==> src/design/ipid_pkg.sv <==
// Shared types, widths and codes of the incremental PID controller.
package ipid_pkg;

    // Fixed-point format and datapath widths
    localparam int FRAC_BITS_DEF  = 16;
    localparam int DATA_W         = 32;
    localparam int ERR_W          = 33;
    localparam int DIFF_W         = 35;
    localparam int SUM_W          = 64;
    localparam int TICK_W         = 32;
    localparam int SAMPLE_TICKS_W = 16;
    localparam int STATUS_W       = 2;
    localparam int CFG_ADDR_W     = 3;
    localparam int CFG_DATA_W     = 32;

    // Request kinds
    localparam logic REQ_SAMPLE = 1'b0;
    localparam logic REQ_CLEAR  = 1'b1;

    // Result status codes
    localparam logic [STATUS_W-1:0] STATUS_UPDATED = 2'd0;
    localparam logic [STATUS_W-1:0] STATUS_WAITING = 2'd1;
    localparam logic [STATUS_W-1:0] STATUS_CLEARED = 2'd2;

    // Configuration register indexes
    localparam logic [CFG_ADDR_W-1:0] REG_GAIN_P       = 3'd0;
    localparam logic [CFG_ADDR_W-1:0] REG_GAIN_I       = 3'd1;
    localparam logic [CFG_ADDR_W-1:0] REG_GAIN_D       = 3'd2;
    localparam logic [CFG_ADDR_W-1:0] REG_SETPOINT     = 3'd3;
    localparam logic [CFG_ADDR_W-1:0] REG_OUT_MAX      = 3'd4;
    localparam logic [CFG_ADDR_W-1:0] REG_OUT_MIN      = 3'd5;
    localparam logic [CFG_ADDR_W-1:0] REG_SAMPLE_TICKS = 3'd6;

    // Clamp defaults: +1000.0 and -1000.0 in Q16.16
    localparam logic signed [DATA_W-1:0] OUT_MAX_RST = 32'sd65536000;
    localparam logic signed [DATA_W-1:0] OUT_MIN_RST = -32'sd65536000;

    typedef struct packed {
        logic                     req_type;
        logic signed [DATA_W-1:0] measurement;
        logic [TICK_W-1:0]        now_tick;
    } in_item_t;

    typedef struct packed {
        logic signed [DATA_W-1:0] drive;
        logic [STATUS_W-1:0]      status;
    } out_item_t;

    typedef struct packed {
        logic signed [DATA_W-1:0]  gain_p;
        logic signed [DATA_W-1:0]  gain_i;
        logic signed [DATA_W-1:0]  gain_d;
        logic signed [DATA_W-1:0]  setpoint;
        logic signed [DATA_W-1:0]  out_max;
        logic signed [DATA_W-1:0]  out_min;
        logic [SAMPLE_TICKS_W-1:0] sample_ticks;
    } cfg_t;

    localparam cfg_t CFG_RST = '{
        gain_p:       '0,
        gain_i:       '0,
        gain_d:       '0,
        setpoint:     '0,
        out_max:      OUT_MAX_RST,
        out_min:      OUT_MIN_RST,
        sample_ticks: '0
    };

endpackage

==> src/design/ipid_cfg_regs.sv <==
// Configuration register file of the incremental PID controller.
module ipid_cfg_regs (
    input  logic                             aclk,
    input  logic                             aresetn,
    input  logic                             cfg_wr_en,
    input  logic [ipid_pkg::CFG_ADDR_W-1:0]  cfg_addr,
    input  logic [ipid_pkg::CFG_DATA_W-1:0]  cfg_wdata,
    output ipid_pkg::cfg_t                   cfg
);
    import ipid_pkg::*;

    cfg_t cfg_reg;

    // Write the addressed register; drop writes beyond the list
    always_ff @(posedge aclk) begin
        if (!aresetn) begin
            cfg_reg <= CFG_RST;
        end else if (cfg_wr_en) begin
            case (cfg_addr)
                REG_GAIN_P:       cfg_reg.gain_p       <= $signed(cfg_wdata);
                REG_GAIN_I:       cfg_reg.gain_i       <= $signed(cfg_wdata);
                REG_GAIN_D:       cfg_reg.gain_d       <= $signed(cfg_wdata);
                REG_SETPOINT:     cfg_reg.setpoint     <= $signed(cfg_wdata);
                REG_OUT_MAX:      cfg_reg.out_max      <= $signed(cfg_wdata);
                REG_OUT_MIN:      cfg_reg.out_min      <= $signed(cfg_wdata);
                REG_SAMPLE_TICKS: cfg_reg.sample_ticks <= cfg_wdata[SAMPLE_TICKS_W-1:0];
                default: begin
                end
            endcase
        end
    end

    assign cfg = cfg_reg;

endmodule

==> config.mk <==
export PLATFORM = sky130hd
export DESIGN_NAME = ipid_cfg_regs
export DESIGN_NICKNAME = d
export VERILOG_FILES = /design/src/design/ipid_pkg.sv /design/src/design/ipid_cfg_regs.sv
export SDC_FILE = /design/constraint.sdc
export NUM_CORES = 1
export LEC_CHECK = 0
export BUFFER_PORTS_ARGS = -buffer_cell sky130_fd_sc_hd__buf_2
export CORE_MARGIN = 1.5
export CORE_UTILIZATION = 45
export DETAILED_ROUTE_END_ITERATION = 8
export PLACE_DENSITY = 0.72
export SLEW_MARGIN = 20
export SYNTH_ARGS = -nofsm -noshare
export SYNTH_HDL_FRONTEND = slang
export SYNTH_SLANG_ARGS = --single-unit
export TNS_END_PERCENT = 100
==> constraint.sdc <==
create_clock -name aclk -period 1.7 [get_ports aclk]
set_input_delay 0.34 -clock aclk [delete_from_list [all_inputs] [get_ports aclk]]
set_output_delay 0.34 -clock aclk [all_outputs]
set_load 0.05 [all_outputs]
* After elaboration in Yosys (flattened, before gate mapping) *
Cells that the tools add are included.

operators by class
  equal/unequal tests = 6
  reductions and logical operators = 8

operators with widths
  cell                                            number
  AND reduction 2 bit                             7
  == test 3 bit (second input constant)           3
  == test 3 x 2 -> 1 bit (second input constant)  2
  == test 3 x 1 -> 1 bit (second input constant)  1
  logical NOT 3 bit                               1

storage, ports and cells
  word-level logic and storage cells = 21
  register bits = 208

* Logic depth before layout (Yosys ltp) *
  depth after elaboration = 2
  mapped depth = 5

* Worst setup path after synthesis *
OpenSTA, ideal clock, no wires.

  kind = input port to flip-flop
  start = input cfg_addr[1] (netlist name)
  end = register cfg_reg, in the netlist cfg[182]
  setup time = 0.072 ns
  cell stages on the path = 4
  data arrival time = 1.293 ns
  required time = 1.628 ns
  buffers on the path = 2
  slack = 0.335 ns
  path through = buf_4 nor4b_4 buf_6 mux2i_1

on the way
  longest elaborated chain between the ends = 2

ends and longest elaborated chain
  what                                  RTL line             RTL
  from (decl)                           ipid_cfg_regs.sv:6   input logic [ipid_pkg::CFG_ADDR_W-1:0] cfg_addr,
  logical NOT 3 bit                     ipid_cfg_regs.sv:19  case (cfg_addr)
  AND reduction 2 bit (no source line)  n/a
  to (decl)                             ipid_cfg_regs.sv:12  cfg_t cfg_reg;

Every way passes these cells.
A chain may end at the register's enable or synchronous reset.

* Final worst setup path *
  start = register cfg_reg, in the netlist cfg[110]
  end = output cfg[110] (netlist name)

RTL lines
  what       RTL line            RTL
  to (decl)  ipid_cfg_regs.sv:8  output ipid_pkg::cfg_t cfg

No word-level cell between the ends.

==> impl_metrics.json <==
{
  "status": "complete, no violations",
  "wirelength_um": 20470,
  "period_minus_slack_ps": 1508,
  "r2r_end": "cfg[110]$_SDFFE_PN0P_",
  "grt_pass1_vias": 5763,
  "fp.dieW_um": 133.7,
  "drc": 0,
  "finalCritPeriodShare": 0.8870,
  "final_core_util": 0.5991,
  "yosys_warnings": 0,
  "netlist-cell-type-count": 15,
  "insertion_delay_ps": 480,
  "io_buffers": 245,
  "cts_made_buffers": 22,
  "reg2regPathDepth": 2,
  "synthCells": 734,
  "die_y_um": 133.7,
  "dieArea_sq_um": 17870,
  "clock_sinks": 208,
  "max_stage_delay_ps": 390,
  "cts_resized": 0,
  "postCtsSetupBuffers": 0,
  "routedWlPerCell_um": 17.01,
  "finalHoldViolations": 0,
  "min_from": "cfg_wdata[23]",
  "grt_overflow": 0,
  "fmax_ghz": 0.6632,
  "dp_hpwl_um": 13820,
  "postRouteAntennaNets": 0,
  "skew_ps": 0,
  "start_util": 0.4618,
  "slew_violations": 0,
  "synth_area_per_cell_sq_um": 10.47,
  "whs_ps": 130.8,
  "setup_slack_ps": 192.1,
  "crit_type": "reg -> out",
  "relSlewSlack": 0.6527,
  "drive_gt1_frac": 0.3123,
  "startpoint_type": "flop",
  "netlist_area_sq_um": 7685,
  "ys_seq_area_frac": 0.5418,
  "cts_tree": "built",
  "path_clk_slew_ps": 60,
  "setup_tns_ps": 0,
  "core_area_sq_um": 16640,
  "area_growth_pct": 29.73,
  "dp.cells": 1164,
  "ys_seq_elements": 208,
  "end_kind": "output port",
  "drt-vias-per-instance": 4.930,
  "worstReg2RegStart": "cfg[110]$_SDFFE_PN0P_",
  "dr_total_vias": 5931,
  "hold_buffers": 0,
  "drt_iter0_markers": 236,
  "clockRootBuffer": "clkbuf_16",
  "crit_buf_inv": 1,
  "finalInstanceArea_sq_um": 9970,
  "setup_viol": 0,
  "fin_nets": 1006,
  "worst-path-max-fanout": 2,
  "p_leak_nw": 5.178,
  "instances_no_fill": 1203,
  "rows": 47,
  "grtUsageTotal": 0.2249,
  "cp.arrival_ps": 1170,
  "syn-num-nets": 772,
  "grt_first_pass_wirelength_um": 31990,
  "cp_slowest_cell": "dfxtp_1",
  "grt_start_max_net_pins": 50,
  "cts_max_level": 1,
  "hp-class": "in -> reg",
  "ios": 246,
  "cts_buffer_depth": 3,
  "power_density_nw_per_um2": 1111,
  "pre_cts_ws_ps": 180.8,
  "setup.worst_path.start": "cfg[110]$_SDFFE_PN0P_",
  "first_pass_iters": 4,
  "crit_required_ps": 1360,
  "path_depth": 1,
  "cp_top_family": "flip-flops",
  "drv_cap": 0,
  "antenna_found_initial": 0,
  "cp_cell_sequence": "buf_2",
  "rrSetupSlack_ps": 1020,
  "largest_reg_flops": 208,
  "gp_congestion": 0.7674,
  "power_mw": 11.08,
  "cp-endpoint": "cfg[110]",
  "irDropWorstVdd_uv": 606.3,
  "rsz0062_at_grt": "false",
  "postPlaceCellArea_sq_um": 9199,
  "tightestPinTransition_ps": 520.9,
  "n_antenna_cell": 0
}
metal layers:
layer  vias to the layer above  GRT usage  share of wire
met5                         -          0              0
met4                         0    0.06159          0.020
met3                        30    0.05746          0.073
met2                       198     0.3794           0.46
met1                      2816     0.2861           0.45
li1                       2887          -              -
kinds of logic after synthesis:
group | share of synthesized area
buffers and inverters | 0.04119
and+or+nand+nor | 0.1460
DFF | 0.5418
muxes | 0.2709
Yosys cell counts:
cell	n	area share
nor4b_4	1	0.0031
buf_2	16	0.010
clkbuf_1	21	0.010
and4b_1	1	0.0013
mux2i_1	208	0.27
nand4b_1	3	0.0034
nand2_1	226	0.11
buf_1	3	0.0015
nor2b_1	27	0.022
nor4bb_1	1	0.0013
buf_6	7	0.010
nand4bb_1	2	0.0029
and4bb_1	1	0.0016
buf_4	9	0.0088
dfxtp_1	208	0.54
power breakdown:
part,switching (mW),leakage [nW],internal (mW)
Combinational,0.758,3.11,0.282
Clock,1.91,0.383,3.10
Sequential,0.0523,1.68,4.98
cells in the final DEF (no fill, tap or decap), drive strengths merged:
cell type,n
and4b,1
and4bb,1
buf,266
bufinv,3
clkbuf,31
clkinv,5
dfxtp,208
mux2i,208
nand2,226
nand4b,3
nand4bb,2
nor2b,27
nor4b,1
nor4bb,1
how the worst min path moves through the flow:
stage               cells after the start                     to  slack [ps]
global placement                        2  cfg[178]$_SDFFE_PN0P_         440
detailed placement                      2  cfg[204]$_SDFFE_PN0P_         440
global route                            3   cfg[71]$_SDFFE_PN1P_         130
floorplan                               2   cfg[69]$_SDFFE_PN1P_         510
finish                                  3   cfg[71]$_SDFFE_PN1P_         130
CTS                                     3   cfg[71]$_SDFFE_PN1P_         110
layout make-up:
class                           count  area [sq um]
Clock buffer                       31         644.4
Clock inverter                      8         126.4
Fill cell                        1442          6673
Multi-Input combinational cell    470          3232
Sequential cell                   208          4164
Tap cell                          220         275.3
Timing Repair Buffer              266          1528
(Power assumes the default switching activity.)
