[src/design/ipid_pkg.sv]
// Shared types, widths and codes of the incremental PID controller.
package ipid_pkg;

    // Fixed-point format and datapath widths
    localparam int FRAC_BITS_DEF  = 16;
    localparam int DATA_W         = 32;
    localparam int ERR_W          = 33;
    localparam int DIFF_W         = 35;
    localparam int SUM_W          = 64;
    localparam int TICK_W         = 32;
    localparam int SAMPLE_TICKS_W = 16;
    localparam int STATUS_W       = 2;
    localparam int CFG_ADDR_W     = 3;
    localparam int CFG_DATA_W     = 32;

    // Request kinds
    localparam logic REQ_SAMPLE = 1'b0;
    localparam logic REQ_CLEAR  = 1'b1;

    // Result status codes
    localparam logic [STATUS_W-1:0] STATUS_UPDATED = 2'd0;
    localparam logic [STATUS_W-1:0] STATUS_WAITING = 2'd1;
    localparam logic [STATUS_W-1:0] STATUS_CLEARED = 2'd2;

    // Configuration register indexes
    localparam logic [CFG_ADDR_W-1:0] REG_GAIN_P       = 3'd0;
    localparam logic [CFG_ADDR_W-1:0] REG_GAIN_I       = 3'd1;
    localparam logic [CFG_ADDR_W-1:0] REG_GAIN_D       = 3'd2;
    localparam logic [CFG_ADDR_W-1:0] REG_SETPOINT     = 3'd3;
    localparam logic [CFG_ADDR_W-1:0] REG_OUT_MAX      = 3'd4;
    localparam logic [CFG_ADDR_W-1:0] REG_OUT_MIN      = 3'd5;
    localparam logic [CFG_ADDR_W-1:0] REG_SAMPLE_TICKS = 3'd6;

    // Clamp defaults: +1000.0 and -1000.0 in Q16.16
    localparam logic signed [DATA_W-1:0] OUT_MAX_RST = 32'sd65536000;
    localparam logic signed [DATA_W-1:0] OUT_MIN_RST = -32'sd65536000;

    typedef struct packed {
        logic                     req_type;
        logic signed [DATA_W-1:0] measurement;
        logic [TICK_W-1:0]        now_tick;
    } in_item_t;

    typedef struct packed {
        logic signed [DATA_W-1:0] drive;
        logic [STATUS_W-1:0]      status;
    } out_item_t;

    typedef struct packed {
        logic signed [DATA_W-1:0]  gain_p;
        logic signed [DATA_W-1:0]  gain_i;
        logic signed [DATA_W-1:0]  gain_d;
        logic signed [DATA_W-1:0]  setpoint;
        logic signed [DATA_W-1:0]  out_max;
        logic signed [DATA_W-1:0]  out_min;
        logic [SAMPLE_TICKS_W-1:0] sample_ticks;
    } cfg_t;

    localparam cfg_t CFG_RST = '{
        gain_p:       '0,
        gain_i:       '0,
        gain_d:       '0,
        setpoint:     '0,
        out_max:      OUT_MAX_RST,
        out_min:      OUT_MIN_RST,
        sample_ticks: '0
    };

endpackage

[src/design/ipid_gain_term.sv]
// One gain term: floor(gain * diff / 2^FRAC_BITS), built from two narrow products.
module ipid_gain_term #(
    parameter int FRAC_BITS = ipid_pkg::FRAC_BITS_DEF
) (
    input  logic signed [ipid_pkg::DATA_W-1:0] gain,
    input  logic signed [ipid_pkg::DIFF_W-1:0] diff,
    output logic signed [ipid_pkg::SUM_W-1:0]  term
);
    import ipid_pkg::*;

    localparam int HI_W      = DIFF_W - FRAC_BITS;
    localparam int HI_PROD_W = DATA_W + HI_W;
    localparam int LO_PROD_W = DATA_W + FRAC_BITS + 1;
    localparam int LO_SCL_W  = LO_PROD_W - FRAC_BITS;

    logic signed [HI_W-1:0]      diff_hi;
    logic [FRAC_BITS-1:0]        diff_lo;
    logic signed [HI_PROD_W-1:0] prod_hi;
    logic signed [LO_PROD_W-1:0] prod_lo;
    logic signed [LO_SCL_W-1:0]  lo_scaled;

    // Split the difference into a floored high part and an unsigned fraction
    assign diff_hi = $signed(diff[DIFF_W-1:FRAC_BITS]);
    assign diff_lo = diff[FRAC_BITS-1:0];

    // High part lands already scaled; the fraction product is floored
    assign prod_hi   = gain * diff_hi;
    assign prod_lo   = gain * $signed({1'b0, diff_lo});
    assign lo_scaled = $signed(prod_lo[LO_PROD_W-1:FRAC_BITS]);

    assign term = SUM_W'(prod_hi) + SUM_W'(lo_scaled);

endmodule

[config.mk]
export PLATFORM = sky130hd
export DESIGN_NAME = ipid_gain_term
export DESIGN_NICKNAME = d
export VERILOG_FILES = /design/src/design/ipid_pkg.sv /design/src/design/ipid_gain_term.sv
export SDC_FILE = /design/constraint.sdc
export NUM_CORES = 2
export LEC_CHECK = 0
export CAP_MARGIN = 20
export CORE_AREA = 2 2 302 304
export DETAILED_ROUTE_END_ITERATION = 8
export DIE_AREA = 0 0 304 306
export DONT_BUFFER_PORTS = 1
export PLACE_DENSITY_LB_ADDON = 0.05
export SLEW_MARGIN = 30
export SYNTH_ARGS = -nofsm -noshare
export SYNTH_HDL_FRONTEND = slang
export SYNTH_SLANG_ARGS = --single-unit
[constraint.sdc]
create_clock -name vclk -period 22.4
set_clock_uncertainty 0.05 [all_clocks]
set_input_delay 4.48 -clock vclk [all_inputs]
set_output_delay 4.48 -clock vclk [all_outputs]
set_load 0.005 [all_outputs]
# --- Yosys cells after proc, flatten, opt, wreduce, memory -nomap -nowiden ---
# Cells that the tools add are included.
classes:
  n_addsub: 1
  n_mul: 2
ops:
  columns: ["cell", "count"]
  rows:
  - ["adder 51 x 33 -> 52 bit", 1]
  - ["multiplier 32 x 19 -> 51 bit", 1]
  - ["multiplier 32 x 17 -> 49 bit", 1]
word_totals:
  inputBits: 67
  regBits: 0
  wordCells: 3

# --- Logic depth before layout (Yosys ltp) ---
depth:
  ltp_word: 2
  ltp_mapped: 49

# --- Worst setup path after synthesis ---
# Ideal clock, no wire load.
synth_path:
  path_type: "in2out"
  from: "in diff[2] in the netlist's numbering"
  to: "out term[52] in the netlist's numbering"
  setup_slack_ps: 1909
  n_path_buf: 2
  arrival_ps: 15961
  stages: 45
  cell_sequence: "clkbuf_1 -> and2_1 -> fa_1 -> inv_1 -> fa_1 -> inv_1 -> fa_1 -> inv_1 -> fa_1 -> fa_1 -> fa_1 -> inv_1 -> ha_1 -> or2_0 -> a21oi_1 -> o31ai_1 -> a21oi_1 -> o21ai_1 -> (+9 left out) -> fa_1 -> fa_1 -> inv_1 -> fa_1 -> inv_1 -> fa_1 -> inv_1 -> ha_1 -> a21o_1 -> o21bai_1 -> a22oi_1 -> a2111oi_4 -> o21ba_1 -> o21ai_0 -> nand3_1 -> o2111a_1 -> a211oi_1 -> buf_4"
synth_via:
  elab_chain_cells: 2
synth_rtl:
  columns: ["element", "line", "source"]
  rows:
  - ["start, declared", "ipid_gain_term.sv:6", "input logic signed [ipid_pkg::DIFF_W-1:0] diff,"]
  - ["multiplier 32 x 17 -> 49 bit", "ipid_gain_term.sv:28", "assign prod_lo = gain * $signed({1'b0, diff_lo});"]
  - ["adder 51 x 33 -> 52 bit", "ipid_gain_term.sv:31", "assign term = SUM_W'(prod_hi) + SUM_W'(lo_scaled);"]
  - ["end, declared", "ipid_gain_term.sv:7", "output logic signed [ipid_pkg::SUM_W-1:0] term"]
# Every way passes these cells.

# --- Worst setup path after layout ---
layout_path:
  from: "in gain[14] in the netlist's numbering"
  to: "out term[52] in the netlist's numbering"
layout_via:
  elab_chain_cells: 2
layout_rtl:
  columns: ["element", "line", "source"]
  rows:
  - ["start, declared", "ipid_gain_term.sv:5", "input logic signed [ipid_pkg::DATA_W-1:0] gain,"]
  - ["multiplier 32 x 19 -> 51 bit / multiplier 32 x 17 -> 49 bit (equally long branches)", "ipid_gain_term.sv:27, ipid_gain_term.sv:28", null]
  - ["adder 51 x 33 -> 52 bit *", "ipid_gain_term.sv:31", null]
# Mark *: on every way between the ends. The rest lies on a longest branch, timed or not.

==> results.md <==
- Total track usage: 25.7%
- Clock buffer cells: 0
- Top cells by area, synth: fa_1 56%, inv_1 12%, ha_1 7.7%
- Die ar.: 93000 um2
- WP buf/inv: 11
- Synth Net Count: 5991
- Rows: 110
- Chip height: 306 um
- WL per Instance: 20.5 um
- Yosys top cell by area: fa_1
- Starting density of the core: 44.9%
- Slew HR: 42.3%
- Setup crit start kind: primary input
- Remaining antenna violation count: 0
- Layout Nets: 5766
- FF+latch count: 0
- Yosys top cell area share: 56.2%
- DRT iter0 DRCs: 1544
- WP data required: 17.87 ns
- Vias in the first global route: 32000
- Vias post-DR: 28300
- WL final: 113000 um
- DRT Pass-1 Iters: 5
- Status: complete, no violations
- YS warnings: 0
- Critical Setup Path Class: in -> out
- Max frequency: 47.5 MHz
- Largest net degree at the start of global routing: 36
- RSZ-0062 raised after global routing: no
- Post-Syn Instances: 4547
- Fin crit share: 93.9%
- Initial antenna violation count: 3
- Post-CTS Setup Bufs: 0
- GRT overflow: 0
- Mapped Area: 40200 um2
- CP arrival: 16.51 ns
- # IOs: 131
- Sequential Area: 0 um2
- Final HPWL DP: 87000 um
- Seq/Total Area, Yosys: 0%
- Setup_tns: 0 ns
- FILL cells: 8998
- Max incr delay on CP: 0.57 ns
- Crit path time final: 21.04 ns
- Gpl congestion: 0.848
- Residual DRC: 0
- Via/cell ratio: 5.15
- Area of the multi-input gates: 34500 um2
- Worst-Margin Slew: 0.859 ns
- Die X: 304 um
- Post-CTS resize count: 0
- Port Buf Inserts: 0
- Hold crit path type: in -> out
- Crit-path max FO: 35
- MaxCap Viol Count: 0
- Synth cell count leaders: 1272 x inv_1, 1128 x fa_1, 732 x nand2_1
- Area growth from synthesis to layout: 1.45%
- Yosys cell types: 65
- Top cell by count, worst path: fa_1
- CTS Hold Buffers Added: 0
- First-pass GRT wire length: 184000 um
- Pins over their slew limit: 0
- Slowest-stage cell, CP: xnor2_1
- Critical Path Sink Type: output port
- Top-count cell post-synth: inv_1
- CP top delay family: adder cells
- Layout cells sized above 1: 0.463%
- Final setup violation count: 0
- Average size of a mapped cell: 8.84 um2
- Core footprint: 89600 um2
- Final Hold Viols: 0
- # diodes: 0
[final timing paths]
| kind | startpoint | end | slack [ns] | cells past startpoint |
|---|---|---|---|---|
| hold / removal | gain[0] | term[0] | 9.16 | 2 |
| setup / recovery | gain[14] | term[52] | 1.36 | 45 |
[cell families (layout without fill, tap and decap cells)]
family | after synthesis | in the layout | synth area share [%]
buffers and inverters | 1504 | 1277 | 14.2
muxes | 1 | 1 | 0.0249
and+or+nand+nor | 1298 | 1298 | 15.4
AOI/OAI and AO/OA | 272 | 272 | 4.44
adders and majority gates | 1377 | 1377 | 63.9
xor gates and xnor gates | 95 | 95 | 2.07
[cell usage in the layout, fill, tap and decap left out, types with 5 or more instances in the layout]
master       n
nor2b_1     11
a211oi_1    10
o21ai_1      9
xnor2_1     68
o211ai_1     6
buf_4        5
o21bai_1    17
nand4_1     15
and4_1       5
nor2_1      41
fa_1      1128
and2_1     406
nand3_1     20
nor3_1      12
inv_1     1272
a21oi_1     92
ha_1       249
xor2_1      27
nand2_1    732
a31oi_1      7
o21ai_0     38
a21o_1      39
o21a_1      12
nand2b_1    35
and3_1       8
o31ai_1      5
[per-layer routing]
layer	vias to the layer above	track usage, %	part of all wire [%]
met5	-	0	0
met4	0	5.69	2.7
met3	102	2.03	4.4
met2	653	47.0	51
met1	15100	33.2	41
li1	12400	-	-
[through the flow]
| stage | hold slack, ns | instance area, um2 | std cells | setup WS (ns) | util, % |
|---|---|---|---|---|---|
| after floorplan | 9.27 | 40200 | 4547 | 1.91 | - |
| after global placement | 9.16 | 40800 | 5496 | 1.51 | 45.5 |
| after detailed placement | 9.15 | 40800 | 5496 | 1.36 | 45.5 |
| after CTS | 9.16 | 40800 | 5496 | 1.33 | 45.5 |
| after global routing | 9.18 | 40800 | 5496 | 0.736 | 45.5 |
| final | 9.16 | 40800 | 5496 | 1.36 | 45.5 |
[final cells by class]
type	instances	share of cell area (%)
Multi-Input combinational cell	3043	84.6
Timing Repair Buffer	5	0.0920
Inverter	1272	11.7
Tap cell	1176	3.61
Power is not shown: default switching activity piles up to over one toggle a cycle in this logic, so the estimate is an artifact.
